--- src/design/xccd_pkg.sv ---
// ----------------------------------------------------------------------------
// xccd_pkg - shared definitions for the XOR-checked command deframer
// Result kinds, register indexes, reset values and the result record type.
// ----------------------------------------------------------------------------
package xccd_pkg;

    // result kinds
    localparam logic [2:0] KIND_CHAR    = 3'd0;
    localparam logic [2:0] KIND_NOTE    = 3'd1;
    localparam logic [2:0] KIND_ACCEPT  = 3'd2;
    localparam logic [2:0] KIND_CHKERR  = 3'd3;
    localparam logic [2:0] KIND_TIMEOUT = 3'd4;
    localparam logic [2:0] KIND_UNKNOWN = 3'd5;
    localparam logic [2:0] KIND_REPLY   = 3'd6;

    // timeout stages
    localparam logic [1:0] STAGE_LEN     = 2'd0;
    localparam logic [1:0] STAGE_PAYLOAD = 2'd1;
    localparam logic [1:0] STAGE_CHECK   = 2'd2;

    // configuration register indexes (paddr[3:2])
    localparam logic [1:0] REG_LONG_TIMEOUT  = 2'd0;
    localparam logic [1:0] REG_COUNT_TIMEOUT = 2'd1;
    localparam logic [1:0] REG_NOTE_TIMEOUT  = 2'd2;

    localparam logic [15:0] LONG_TIMEOUT_RST  = 16'd3000;
    localparam logic [15:0] COUNT_TIMEOUT_RST = 16'd100;
    localparam logic [15:0] NOTE_TIMEOUT_RST  = 16'd200;

    // frame types
    localparam logic [7:0] TYPE_NULL   = 8'd0;
    localparam logic [7:0] TYPE_COORD  = 8'd1;
    localparam logic [7:0] TYPE_TEXT   = 8'd2;
    localparam logic [7:0] TYPE_MUSIC  = 8'd3;
    localparam logic [7:0] TYPE_LED_A  = 8'd4;
    localparam logic [7:0] TYPE_LED_B  = 8'd5;

    // music frames start their check with this in place of the type byte
    localparam logic [7:0] MUSIC_XOR_SEED = 8'h04;

    // one parsed result; with_replies expands it into three reply beats
    typedef struct packed {
        logic [2:0]  kind;
        logic [7:0]  frame_type;
        logic [7:0]  sequence_res;
        logic [7:0]  item_index;
        logic [15:0] value_a;
        logic [15:0] value_b;
        logic [7:0]  value_c;
        logic [7:0]  value_d;
        logic [1:0]  wait_stage;
        logic        with_replies;
    } rec_t;

endpackage

--- src/design/xccd_parser.sv ---
// ----------------------------------------------------------------------------
// xccd_parser - frame parser
// Updates the frame state once per accepted beat and produces at most one
// result record per beat.
// ----------------------------------------------------------------------------
module xccd_parser (
    input  logic              aclk,
    input  logic              aresetn,
    input  logic              in_accept,
    input  logic              in_tick,
    input  logic [7:0]        in_byte,
    input  logic [15:0]       long_timeout,
    input  logic [15:0]       count_timeout,
    input  logic [15:0]       note_timeout,
    output logic              rec_push,
    output xccd_pkg::rec_t    rec
);

    typedef enum logic [2:0] {
        PH_IDLE, PH_SEQ, PH_FIXED, PH_LEN, PH_TEXT, PH_NOTES, PH_CHECK
    } phase_t;

    phase_t      phase_reg, phase_next;
    logic [7:0]  type_reg, type_next;
    logic [7:0]  seq_reg, seq_next;
    logic [7:0]  xor_reg, xor_next;
    logic [7:0]  len_reg, len_next;
    logic [7:0]  items_reg, items_next;
    logic [1:0]  grp_reg, grp_next;
    logic [31:0] held_reg, held_next;
    logic [15:0] wait_reg, wait_next;
    logic [15:0] limit;
    logic [7:0]  fixed_len;

    assign fixed_len = (type_reg == xccd_pkg::TYPE_COORD) ? 8'd4 : 8'd3;

    always_comb begin
        if (type_reg == xccd_pkg::TYPE_MUSIC) begin
            limit = (phase_reg == PH_LEN) ? count_timeout : note_timeout;
        end else begin
            limit = long_timeout;
        end
    end

    always_comb begin
        phase_next = phase_reg;
        type_next  = type_reg;
        seq_next   = seq_reg;
        xor_next   = xor_reg;
        len_next   = len_reg;
        items_next = items_reg;
        grp_next   = grp_reg;
        held_next  = held_reg;
        wait_next  = wait_reg;
        rec_push   = 1'b0;
        rec        = '0;
        if (in_accept && in_tick) begin
            // no window runs while idle or awaiting the sequence byte
            if (phase_reg != PH_IDLE && phase_reg != PH_SEQ) begin
                if (wait_reg < limit) begin
                    wait_next = wait_reg + 16'd1;
                end else begin
                    rec_push   = 1'b1;
                    rec.kind   = xccd_pkg::KIND_TIMEOUT;
                    phase_next = PH_IDLE;
                    if (phase_reg == PH_LEN) begin
                        rec.wait_stage = xccd_pkg::STAGE_LEN;
                    end else if (phase_reg == PH_CHECK) begin
                        rec.wait_stage = xccd_pkg::STAGE_CHECK;
                    end else begin
                        rec.wait_stage = xccd_pkg::STAGE_PAYLOAD;
                    end
                end
            end
        end else if (in_accept) begin
            unique case (phase_reg)
                PH_IDLE: begin
                    type_next  = in_byte;
                    seq_next   = 8'd0;
                    xor_next   = in_byte;
                    wait_next  = 16'd0;
                    phase_next = PH_SEQ;
                end
                PH_SEQ: begin
                    seq_next   = in_byte;
                    wait_next  = 16'd0;
                    held_next  = 32'd0;
                    items_next = 8'd0;
                    grp_next   = 2'd0;
                    xor_next   = xor_reg ^ in_byte;
                    priority if (type_reg == xccd_pkg::TYPE_NULL) begin
                        phase_next = PH_IDLE;
                    end else if (type_reg == xccd_pkg::TYPE_COORD ||
                                 type_reg == xccd_pkg::TYPE_LED_A ||
                                 type_reg == xccd_pkg::TYPE_LED_B) begin
                        phase_next = PH_FIXED;
                    end else if (type_reg == xccd_pkg::TYPE_TEXT) begin
                        phase_next = PH_LEN;
                    end else if (type_reg == xccd_pkg::TYPE_MUSIC) begin
                        xor_next   = xccd_pkg::MUSIC_XOR_SEED ^ in_byte;
                        phase_next = PH_LEN;
                    end else begin
                        phase_next = PH_IDLE;
                        rec_push   = 1'b1;
                        rec.kind   = xccd_pkg::KIND_UNKNOWN;
                    end
                end
                PH_FIXED: begin
                    xor_next   = xor_reg ^ in_byte;
                    held_next  = {held_reg[23:0], in_byte};
                    items_next = items_reg + 8'd1;
                    if (items_next >= fixed_len) begin
                        phase_next = PH_CHECK;
                    end
                end
                PH_LEN: begin
                    xor_next  = xor_reg ^ in_byte;
                    len_next  = in_byte;
                    wait_next = 16'd0;
                    if (in_byte == 8'd0) begin
                        phase_next = PH_CHECK;
                    end else if (type_reg == xccd_pkg::TYPE_TEXT) begin
                        phase_next = PH_TEXT;
                    end else begin
                        phase_next = PH_NOTES;
                    end
                end
                PH_TEXT: begin
                    xor_next       = xor_reg ^ in_byte;
                    rec_push       = 1'b1;
                    rec.kind       = xccd_pkg::KIND_CHAR;
                    rec.item_index = items_reg;
                    rec.value_a    = {8'd0, in_byte};
                    items_next     = items_reg + 8'd1;
                    wait_next      = 16'd0;
                    if (items_next >= len_reg) begin
                        phase_next = PH_CHECK;
                    end
                end
                PH_NOTES: begin
                    xor_next  = xor_reg ^ in_byte;
                    held_next = {held_reg[23:0], in_byte};
                    if (grp_reg == 2'd3) begin
                        grp_next       = 2'd0;
                        rec_push       = 1'b1;
                        rec.kind       = xccd_pkg::KIND_NOTE;
                        rec.item_index = items_reg;
                        rec.value_a    = held_next[31:16];
                        rec.value_b    = held_next[15:0];
                        items_next     = items_reg + 8'd1;
                        wait_next      = 16'd0;
                        if (items_next >= len_reg) begin
                            phase_next = PH_CHECK;
                        end
                    end else begin
                        grp_next = grp_reg + 2'd1;
                    end
                end
                PH_CHECK: begin
                    rec_push   = 1'b1;
                    phase_next = PH_IDLE;
                    if (in_byte != xor_reg) begin
                        rec.kind = xccd_pkg::KIND_CHKERR;
                    end else begin
                        rec.kind         = xccd_pkg::KIND_ACCEPT;
                        rec.with_replies = 1'b1;
                        if (type_reg == xccd_pkg::TYPE_COORD) begin
                            rec.value_a = {8'd0, held_reg[31:24]};
                            rec.value_b = {8'd0, held_reg[23:16]};
                            rec.value_c = held_reg[15:8];
                            rec.value_d = held_reg[7:0];
                        end else if (type_reg == xccd_pkg::TYPE_LED_A ||
                                     type_reg == xccd_pkg::TYPE_LED_B) begin
                            rec.value_a = {8'd0, held_reg[23:16]};
                            rec.value_b = {8'd0, held_reg[15:8]};
                            rec.value_c = held_reg[7:0];
                        end else begin
                            rec.value_a = {8'd0, len_reg};
                        end
                    end
                end
                default: begin
                    phase_next = PH_IDLE;
                end
            endcase
        end
        rec.frame_type   = type_next;
        rec.sequence_res = seq_next;
    end

    always_ff @(posedge aclk) begin
        if (!aresetn) begin
            phase_reg <= PH_IDLE;
            type_reg  <= 8'd0;
            seq_reg   <= 8'd0;
            xor_reg   <= 8'd0;
            len_reg   <= 8'd0;
            items_reg <= 8'd0;
            grp_reg   <= 2'd0;
            held_reg  <= 32'd0;
            wait_reg  <= 16'd0;
        end else begin
            phase_reg <= phase_next;
            type_reg  <= type_next;
            seq_reg   <= seq_next;
            xor_reg   <= xor_next;
            len_reg   <= len_next;
            items_reg <= items_next;
            grp_reg   <= grp_next;
            held_reg  <= held_next;
            wait_reg  <= wait_next;
        end
    end

    // a text frame never holds more characters than it declared
    a_text_count: assert property (@(posedge aclk) disable iff (!aresetn)
        phase_reg == PH_TEXT |-> items_reg < len_reg)
        else $error("text count beyond declared length");

    // a tick inside a window that does not time out leaves the wait counter nonzero
    a_wait_bound: assert property (@(posedge aclk) disable iff (!aresetn)
        (in_accept && in_tick && phase_reg != PH_IDLE && phase_reg != PH_SEQ &&
         !rec_push) |=> wait_reg != 16'd0)
        else $error("tick in window did not advance wait counter");

    // a non-tick byte in idle always opens a frame
    a_idle_open: assert property (@(posedge aclk) disable iff (!aresetn)
        (in_accept && !in_tick && phase_reg == PH_IDLE) |=> phase_reg == PH_SEQ)
        else $error("type byte did not open a frame");

endmodule

--- src/design/xccd_emitter.sv ---
// ----------------------------------------------------------------------------
// xccd_emitter - result queue and beat expander
// Holds up to two result records and sends each out, an accepted frame as a
// summary beat followed by three reply beats.
// ----------------------------------------------------------------------------
module xccd_emitter (
    input  logic              aclk,
    input  logic              aresetn,
    input  logic              rec_push,
    input  xccd_pkg::rec_t    rec,
    output logic              space,
    output logic              m_valid,
    input  logic              m_ready,
    output xccd_pkg::rec_t    m_rec,
    output logic              m_last
);

    xccd_pkg::rec_t slot_reg [2];
    logic       head_reg, head_next;
    logic [1:0] count_reg, count_next;
    logic [1:0] beat_reg, beat_next;
    logic       tail;
    logic       pop;
    xccd_pkg::rec_t h;

    assign h       = slot_reg[head_reg];
    assign tail    = head_reg ^ count_reg[0];
    assign space   = (count_reg != 2'd2);
    assign m_valid = (count_reg != 2'd0);

    always_comb begin
        m_rec = h;
        m_last = !h.with_replies;
        if (beat_reg != 2'd0) begin
            m_rec              = '0;
            m_rec.kind         = xccd_pkg::KIND_REPLY;
            m_rec.frame_type   = h.frame_type;
            m_rec.sequence_res = h.sequence_res;
            m_last             = (beat_reg == 2'd3);
            unique case (beat_reg)
                2'd1:    m_rec.value_a = {8'd0, h.frame_type};
                2'd2:    m_rec.value_a = {8'd0, h.sequence_res};
                default: m_rec.value_a = {8'd0, h.frame_type ^ h.sequence_res};
            endcase
        end
    end

    assign pop = m_valid && m_ready && m_last;

    always_comb begin
        beat_next  = beat_reg;
        head_next  = head_reg;
        count_next = count_reg + {1'b0, rec_push} - {1'b0, pop};
        if (pop) begin
            beat_next = 2'd0;
            head_next = ~head_reg;
        end else if (m_valid && m_ready) begin
            beat_next = beat_reg + 2'd1;
        end
    end

    always_ff @(posedge aclk) begin
        if (!aresetn) begin
            head_reg  <= 1'b0;
            count_reg <= 2'd0;
            beat_reg  <= 2'd0;
        end else begin
            head_reg  <= head_next;
            count_reg <= count_next;
            beat_reg  <= beat_next;
        end
    end

    always_ff @(posedge aclk) begin
        if (rec_push) begin
            slot_reg[tail] <= rec;
        end
    end

    a_count_range: assert property (@(posedge aclk) disable iff (!aresetn)
        count_reg != 2'd3)
        else $error("result queue count out of range");

    a_no_overflow: assert property (@(posedge aclk) disable iff (!aresetn)
        rec_push |-> count_reg != 2'd2)
        else $error("record pushed into full queue");

    a_reply_only_accept: assert property (@(posedge aclk) disable iff (!aresetn)
        beat_reg != 2'd0 |-> (m_valid && h.with_replies))
        else $error("reply beat without an accepted frame");

endmodule

--- src/design/xor_checked_command_deframer_top.sv ---
// ----------------------------------------------------------------------------
// xor_checked_command_deframer_top - serial command deframer with XOR check
// Parses typed frames from received bytes and millisecond ticks, reports
// text characters and notes as they arrive, and checks each known non-null frame
// against its XOR check byte.
// ----------------------------------------------------------------------------
//
//  channel  | direction | tdata                               | tuser | tlast
//  ---------+-----------+-------------------------------------+-------+------
//  s_       | in        | rx_byte                             | opcode| -
//  m_       | out       | type,seq,index,a,b,c,d,wait_stage   | kind  | last
//  APB      | in/out    | three 16-bit timeout limits at 0,4,8| -     | -
//
//  One beat is taken per cycle while the result queue has space: the parser state
//  updates in a single pass between the input handshake and the two-entry queue.
//  Each beat yields up to one record; an accepted frame expands into four
//  output beats, so output, one beat per ready cycle, sets the rate there.
//  s_tready drops only while both queue entries are occupied.
//  Reset (aresetn low, synchronous) clears the parser to idle, empties the
//  queue and loads the default limits 3000, 100 and 200 ticks.
//  Write the limits only while the block is idle.
//
module xor_checked_command_deframer_top (
    input  logic        aclk,
    input  logic        aresetn,
    // s_tdata: [7:0] rx_byte
    input  logic [7:0]  s_tdata,
    // s_tuser: [0] opcode
    input  logic [0:0]  s_tuser,
    input  logic        s_tvalid,
    output logic        s_tready,
    // m_tdata: [7:0] frame_type, [15:8] sequence_res, [23:16] item_index,
    //          [39:24] value_a, [55:40] value_b, [63:56] value_c,
    //          [71:64] value_d, [73:72] wait_stage, [79:74] zero
    output logic [79:0] m_tdata,
    // m_tuser: [2:0] kind
    output logic [2:0]  m_tuser,
    output logic        m_tlast,
    output logic        m_tvalid,
    input  logic        m_tready,
    input  logic        psel,
    input  logic        penable,
    input  logic        pwrite,
    input  logic [3:0]  paddr,
    input  logic [31:0] pwdata,
    output logic [31:0] prdata,
    output logic        pready
);

    logic [15:0] long_timeout_reg;
    logic [15:0] count_timeout_reg;
    logic [15:0] note_timeout_reg;
    logic        cfg_write;
    logic        in_accept;
    logic        rec_push;
    logic        space;
    xccd_pkg::rec_t rec;
    xccd_pkg::rec_t m_rec;

    // ---- configuration port ------------------------------------------------
    assign pready    = 1'b1;
    assign cfg_write = psel && penable && pwrite;

    always_ff @(posedge aclk) begin
        if (!aresetn) begin
            long_timeout_reg  <= xccd_pkg::LONG_TIMEOUT_RST;
            count_timeout_reg <= xccd_pkg::COUNT_TIMEOUT_RST;
            note_timeout_reg  <= xccd_pkg::NOTE_TIMEOUT_RST;
        end else if (cfg_write) begin
            unique case (paddr[3:2])
                xccd_pkg::REG_LONG_TIMEOUT:  long_timeout_reg  <= pwdata[15:0];
                xccd_pkg::REG_COUNT_TIMEOUT: count_timeout_reg <= pwdata[15:0];
                xccd_pkg::REG_NOTE_TIMEOUT:  note_timeout_reg  <= pwdata[15:0];
                default: ; // drop writes beyond the register list
            endcase
        end
    end

    always_comb begin
        unique case (paddr[3:2])
            xccd_pkg::REG_LONG_TIMEOUT:  prdata = {16'd0, long_timeout_reg};
            xccd_pkg::REG_COUNT_TIMEOUT: prdata = {16'd0, count_timeout_reg};
            xccd_pkg::REG_NOTE_TIMEOUT:  prdata = {16'd0, note_timeout_reg};
            default:                     prdata = 32'd0;
        endcase
    end

    // ---- input side: hold off only when the result queue is full ----------
    assign s_tready  = space;
    assign in_accept = s_tvalid && s_tready;

    xccd_parser u_parser (
        .aclk          (aclk),
        .aresetn       (aresetn),
        .in_accept     (in_accept),
        .in_tick       (s_tuser[0]),
        .in_byte       (s_tdata),
        .long_timeout  (long_timeout_reg),
        .count_timeout (count_timeout_reg),
        .note_timeout  (note_timeout_reg),
        .rec_push      (rec_push),
        .rec           (rec)
    );

    // ---- output side: queue records and expand accepted frames -----------
    xccd_emitter u_emitter (
        .aclk     (aclk),
        .aresetn  (aresetn),
        .rec_push (rec_push),
        .rec      (rec),
        .space    (space),
        .m_valid  (m_tvalid),
        .m_ready  (m_tready),
        .m_rec    (m_rec),
        .m_last   (m_tlast)
    );

    assign m_tuser = m_rec.kind;
    assign m_tdata = {6'd0, m_rec.wait_stage, m_rec.value_d, m_rec.value_c,
                      m_rec.value_b, m_rec.value_a, m_rec.item_index,
                      m_rec.sequence_res, m_rec.frame_type};

endmodule
--- config.mk ---
export PLATFORM = sky130hd
export DESIGN_NAME = xor_checked_command_deframer_top
export DESIGN_NICKNAME = d
export VERILOG_FILES = /design/src/design/xccd_pkg.sv /design/src/design/xccd_parser.sv /design/src/design/xccd_emitter.sv /design/src/design/xor_checked_command_deframer_top.sv
export SDC_FILE = /design/constraint.sdc
export NUM_CORES = 1
export LEC_CHECK = 0
export ABC_AREA = 0
export BUFFER_PORTS_ARGS = -buffer_cell sky130_fd_sc_hd__buf_2
export CAP_MARGIN = 20
export CORE_ASPECT_RATIO = 0.6
export CORE_MARGIN = 1.5
export CORE_UTILIZATION = 53
export DETAILED_ROUTE_END_ITERATION = 8
export GPL_TIMING_DRIVEN = 0
export PLACE_DENSITY = 0.73
export SYNTH_ARGS = -nofsm -noshare
export SYNTH_HDL_FRONTEND = slang
export SYNTH_SLANG_ARGS = --single-unit
--- constraint.sdc ---
create_clock -name aclk -period 8.4 [get_ports aclk]
set_input_delay 0.42 -clock aclk [delete_from_list [all_inputs] [get_ports aclk]]
set_output_delay 0.42 -clock aclk [all_outputs]
set_load 0.01 [all_outputs]
=== Word-level counts from Yosys, hierarchy flattened ===
Memories as Yosys holds them, arrays and structs flattened. A register that Yosys moved wholly into a read port is not among the register bits.
Index checks and enable logic that the tools add are counted.

* $add $sub $neg: 6
* Order comparisons: 3
* Eq/ne operators: 26
* Mux-type cells: 89
* Bitwise operators: 7
* Reductions and logical operators: 40

{| class="wikitable"
|+ Operators by type and width
! cell !! number
|-
| 2-to-1 mux 16 bit || 9
|-
| 2-to-1 mux 56 bit || 2
|-
| 2-to-1 mux 8 bit || 12
|-
| case mux 16 bit (3 select lines) || 2
|-
| 2-to-1 mux 78 bit || 1
|-
| case mux 16 bit (2 select lines) || 2
|-
| case mux 32 bit (2 select lines) || 1
|-
| 2-to-1 mux 3 bit || 20
|-
| 2-to-1 mux 48 bit || 1
|-
| case mux 8 bit (2 select lines) || 3
|-
| case mux 8 bit (3 select lines) || 2
|-
| 2-to-1 mux 40 bit || 1
|-
| 2-to-1 mux 32 bit || 1
|-
| 2-to-1 mux 1 bit || 21
|-
| case mux 3 bit (6 select lines) || 1
|-
| adder 16 x 1 -> 16 bit (second input constant) || 1
|-
| == test 8 x 2 -> 1 bit (second input constant) || 2
|-
| == test 8 x 3 -> 1 bit (second input constant) || 2
|-
| >= comparator 8 bit || 2
|-
| zero test 8 bit || 2
|-
| less-than comparator 16 bit || 1
|-
| bitwise XOR 8 bit || 2
|-
| 2-to-1 mux 2 bit || 7
|-
| AND reduction 3 bit || 4
|-
| other kinds (31) || 69
|}

* Bits in registers: 146
* RAM bits: 156
* Bits of input ports: 52
* Memories kept: 1

{| class="wikitable"
|+ Memory list
! memory !! depth !! width !! read ports !! clocked after memory_dff !! write ports !! RTL line !! RTL
|-
| u_emitter.slot_reg || 2 || 78 || 1 || 1 || 1 || xccd_emitter.sv:18 || <nowiki>xccd_pkg::rec_t slot_reg [2];</nowiki>
|}

=== Depth between registers and ports, before layout ===
* Depth after elaboration: 10
* Mapped depth: 19
* Mapped depth without buffers: 16

=== Modules after synthesis ===
From an unflattened synthesis, not the netlist that was laid out.

* Cells, all modules: 1,470
* Area, all modules: 15,564.9 um^2

{| class="wikitable"
|+ Modules (own cells, without submodules)
! module !! times used !! cells each !! area an instance (um^2)
|-
| xccd_emitter || 1 || 402 || 6,712.7
|-
| xccd_parser || 1 || 797 || 6,408.6
|-
| xor_checked_command_deframer_top || 1 || 271 || 2,443.6
|}

=== Worst setup path after synthesis ===
Ideal clock, no wire load.

* Path type: register to register
* Start point: register u_parser.phase_reg[1]
* End point: memory u_emitter.slot_reg[1][0] in the netlist's numbering (enable)
* Arrival time: 6,260 ps
* Required time: 7,877 ps
* Slack: 1,618 ps
* Stages on the path, launching flop included: 15
* Clock period less this slack: 6,782 ps
* Cell sequence: dfxtp_1 buf_6 nand3b_1 buf_4 buf_1 mux2i_1 nor2_1 a21oi_1 ha_1 nand4_1 or2_2 a311o_1 o211ai_4 a21oi_1 nor2b_1

* Cells in the longest elaborated chain, start to end: 9
* Elaborated cells on any way between the ends: 19
* Those cells by class: order compare (1); eq/ne (6); mux (9); reduce/logical (3)

{| class="wikitable"
|+ Ends and longest elaborated chain
! element !! RTL line !! RTL
|-
| from (decl) || xccd_parser.sv:23 || <nowiki>phase_t phase_reg, phase_next;</nowiki>
|-
| from (signal assigned) || xccd_parser.sv:203 || <nowiki>phase_reg <= phase_next;</nowiki>
|-
| == test 3 x 2 -> 1 bit || xccd_parser.sv:39 || <nowiki>limit = (phase_reg == PH_LEN) ? count_timeout : note_timeout;</nowiki>
|-
| 2-to-1 mux 16 bit || xccd_parser.sv:39 ||
|-
| 2-to-1 mux 16 bit || xccd_parser.sv:38 || <nowiki>if (type_reg == xccd_pkg::TYPE_MUSIC) begin</nowiki>
|-
| less-than comparator 16 bit || xccd_parser.sv:60 || <nowiki>if (wait_reg < limit) begin</nowiki>
|-
| 2-to-1 mux 1 bit || xccd_parser.sv:60 ||
|-
| 2-to-1 mux 1 bit || xccd_parser.sv:59 || <nowiki>if (phase_reg != PH_IDLE && phase_reg != PH_SEQ) begin</nowiki>
|-
| 2-to-1 mux 1 bit (*) || xccd_parser.sv:57 || <nowiki>if (in_accept && in_tick) begin</nowiki>
|-
| 2-to-1 mux 1 bit (*) || xccd_emitter.sv:75 || <nowiki>if (rec_push) begin</nowiki>
|-
| 2-to-1 mux 1 bit (implied by the code) (*) || xccd_emitter.sv:76 || <nowiki>slot_reg[tail] <= rec;</nowiki>
|-
| to (decl) || xccd_emitter.sv:18 ||
|}

Mark *: on every way between the ends. The rest lies on a longest branch, timed or not.

=== Worst setup path after layout ===
* Start point: register u_parser.phase_reg[2]
* End point: memory u_emitter.slot_reg[0][19] in the netlist's numbering (enable)

The elaborated chain is that of the path after synthesis.

==> flow_metrics.tcl <==
set metrics [dict create \
    startpoint_type "register" \
    ant_nets 0 \
    start_util_pct 54.43 \
    first_pass_iters 5 \
    antenna_found_initial 0 \
    row_count 47 \
    place.gp.congestion 0.9635 \
    grt_pass1_vias 11630 \
    cpMostUsedCell "a21oi_1" \
    drv_slew 0 \
    io_buffers 121 \
    power.leakage_nw 6.272 \
    num_vias 12650 \
    p_total_w 0.003146 \
    diodes 0 \
    p_sw_share_pct 24.42 \
    layout.cells.non_filler 2122 \
    cp_data_arrival_time_ps 5430 \
    cts-root-buf "clkbuf_16" \
    dp_slack_ps 3365 \
    skew_ps 13.93 \
    syn_area_per_cell_um2 9.737 \
    multi_input_area_um2 6950 \
    finalCriticalPeriod_ps 5178 \
    largest_reg_flops 156 \
    slew_headroom_pct 36.97 \
    critical_path_required_ps 8650 \
    dr.first_iter.drc_count 1877 \
    maxCapViolations 0 \
    drive_gt1_share_pct 14.53 \
    dieArea_um2 29680 \
    seq_area_um2 7627 \
    postCtsSetupBuffers 0 \
    clock_path_buffers 3 \
    ys_types 66 \
    track_usage_pct 29.39 \
    post-route-period-util_pct 61.64 \
    die_w_um 221.4 \
    p_int_w 0.002378 \
    grt_first_pass_wirelength_mm 67.51 \
    routed_via_density 5.959 \
    cts_sinks 303 \
    seq_power_share_pct 49.7 \
    outcome "finished clean" \
    ys_seq_elements 303 \
    place_hpwl_mm 32.33 \
    fillers 2342 \
    nets 1824 \
    powerDensity_nw_per_um2 181.8 \
    path_cells "nand3b_1, buf_4, buf_1, mux2i_1, nor2_1, a21oi_1, ha_1, nand4_1, or2_2, a311o_1, o211ai_4, a21oi_1, nor2_4, buf_12" \
    slowest_delay_ps 820 \
    wl_per_cell_um 20.80 \
    clkPwrFrac_pct 39.7 \
    clk_pin_slew_worst_paths_ps 70 \
    pwr-share-comb_pct 10.5 \
    worst_pin_slew_ps 943.2 \
    coreArea_um2 27870 \
    hold_buffers 0 \
    die_y_um 134.1 \
    cts_buffers 28 \
    rsz0062_at_grt "false" \
    dp.cells 2071 \
    final_util_pct 62.09 \
    ys_seq_area_share_pct 50.28 \
    synthCells 1558 \
    critPathSlowestCell "nor2_4" \
    vdd_ir_drop_max_mv 0.1256 \
    io_pins 171 \
    netlist_area_um2 15170 \
    top_layer "met4" \
    grt_start_max_net_pins 33 \
    endpoint_kind "register" \
    gr-total-overflow 0 \
    dr_wl_met3_mm 4.923 \
    synth-async-reset-ratio_pct 0 \
    cts_tree "yes" \
    syn_to_final_growth_pct 14.08 \
    synth_edf_count 156 \
    clkLatencyLatePin_ps 560 \
    max_freq_mhz 193.1 \
    post_cts_resized 0 \
    switchingPower_w 0.0007682 \
    m1WireLength_mm 21.16 \
    synth_ff_type "edfxtp_1" \
    tns_ps 0 \
    ys_warn_count 0 \
    ctsHtreeMaxLevel 1 \
    crit_fanout 32 \
    drc 0 \
    hold_path_class "input port to register" \
    critPathKind "register to register" \
    routed-wl-met2_mm 17.46 \
    hold_viol_final 0 \
    setup_slack_ps 3222 \
    totalWireLength_mm 44.14 \
    finalSetupViolCount 0 \
]
==> power by group through the flow <==
stage / sequential, W / combinational, W / clock [W]
floorplan: 0.00159 / 0.000211 / 0
finish: 0.00156 / 0.000331 / 0.00125
global route: 0.00156 / 0.000357 / 0.00132
global placement: 0.00160 / 0.000320 / 0
CTS: 0.00156 / 0.000327 / 0.00126
detailed placement: 0.00160 / 0.000326 / 0
==> final cells by class <==
cell class                      count  area share (%)
Buffer                            124           3.470
Clock buffer                       44           4.743
Clock inverter                      7          0.3543
Timing Repair Buffer              125           4.049
Tap cell                          367           2.653
Inverter                           23          0.4988
Multi-Input combinational cell   1129           40.16
Sequential cell                   303           44.07
==> cells by family after synthesis <==
logic type	synth area share, %
compound gates	11.98
mux	9.501
other cells	0.04950
buf+inv	4.528
xor+xnor	1.617
flops	50.28
fa+ha+maj	3.134
simple gates	18.91
==> synth_stat cells (all sizes together), types with 9 or more instances <==
master,instances,share of area [%]
mux2,24,1.8
xor2,19,1.1
nor2,117,2.9
nor2b,57,2.4
dfxtp,147,19
mux2i,117,7.7
or3,9,0.37
nor3,15,0.68
and2,41,1.7
buf,57,2.3
o21ai,71,2.3
nand2,231,5.7
nand4,11,0.45
a32oi,13,0.75
inv,23,0.57
a22oi,16,0.79
clkbuf,67,1.7
ha,38,3.1
xnor2,9,0.52
nand2b,9,0.37
a31oi,9,0.37
edfxtp,156,31
nand3,70,2.3
a21oi,135,4.5
==> worst max-delay path, delay by kind of cell (launching register included) <==
kind                       cells  cell delay (ps)
adders and majority gates      1              220
AOI/OAI and AO/OA              4             1240
and+or+nand+nor                5             1450
DFF                            1              470
muxes                          1              270
buffers and inverters          3             1170
==> final timing paths <==
path | startpoint | end | slack, ps | cells past startpoint
max | u_parser.phase_reg[2] | u_emitter.slot_reg[0][19] | 3220 | 14
min | pwdata[7] | note_timeout_reg[7] | 110 | 3
max reg2reg | u_parser.phase_reg[2] | u_emitter.slot_reg[0][19] | 3220 | 14
min reg2reg | u_parser.held_reg[24] | u_parser.held_reg[24] | 460 | 2
==> per-layer routing <==
metal	vias up	track usage (%)
met2	681	39.45
met1	6063	47.63
li1	5842	-
met3	60	6.353
met4	0	5.784
met5	-	0
==> through the flow <==
step	instance area (um2)	hold WS [ps]
detailed placement	16420	448.1
floorplan	15250	432.3
global route	17310	106.1
CTS	17310	95.26
global placement	16310	441.6
finish	17310	113.4
==> cell usage in the layout, fill, tap and decap left out, drive strengths merged, types with 57 or more instances in the layout <==
cell type / count
nand2: 231
buf: 182
edfxtp: 156
dfxtp: 147
a21oi: 135
mux2i: 117
nor2: 117
clkbuf: 111
o21ai: 71
nand3: 70
nor2b: 57
(Power assumes the default switching activity.)
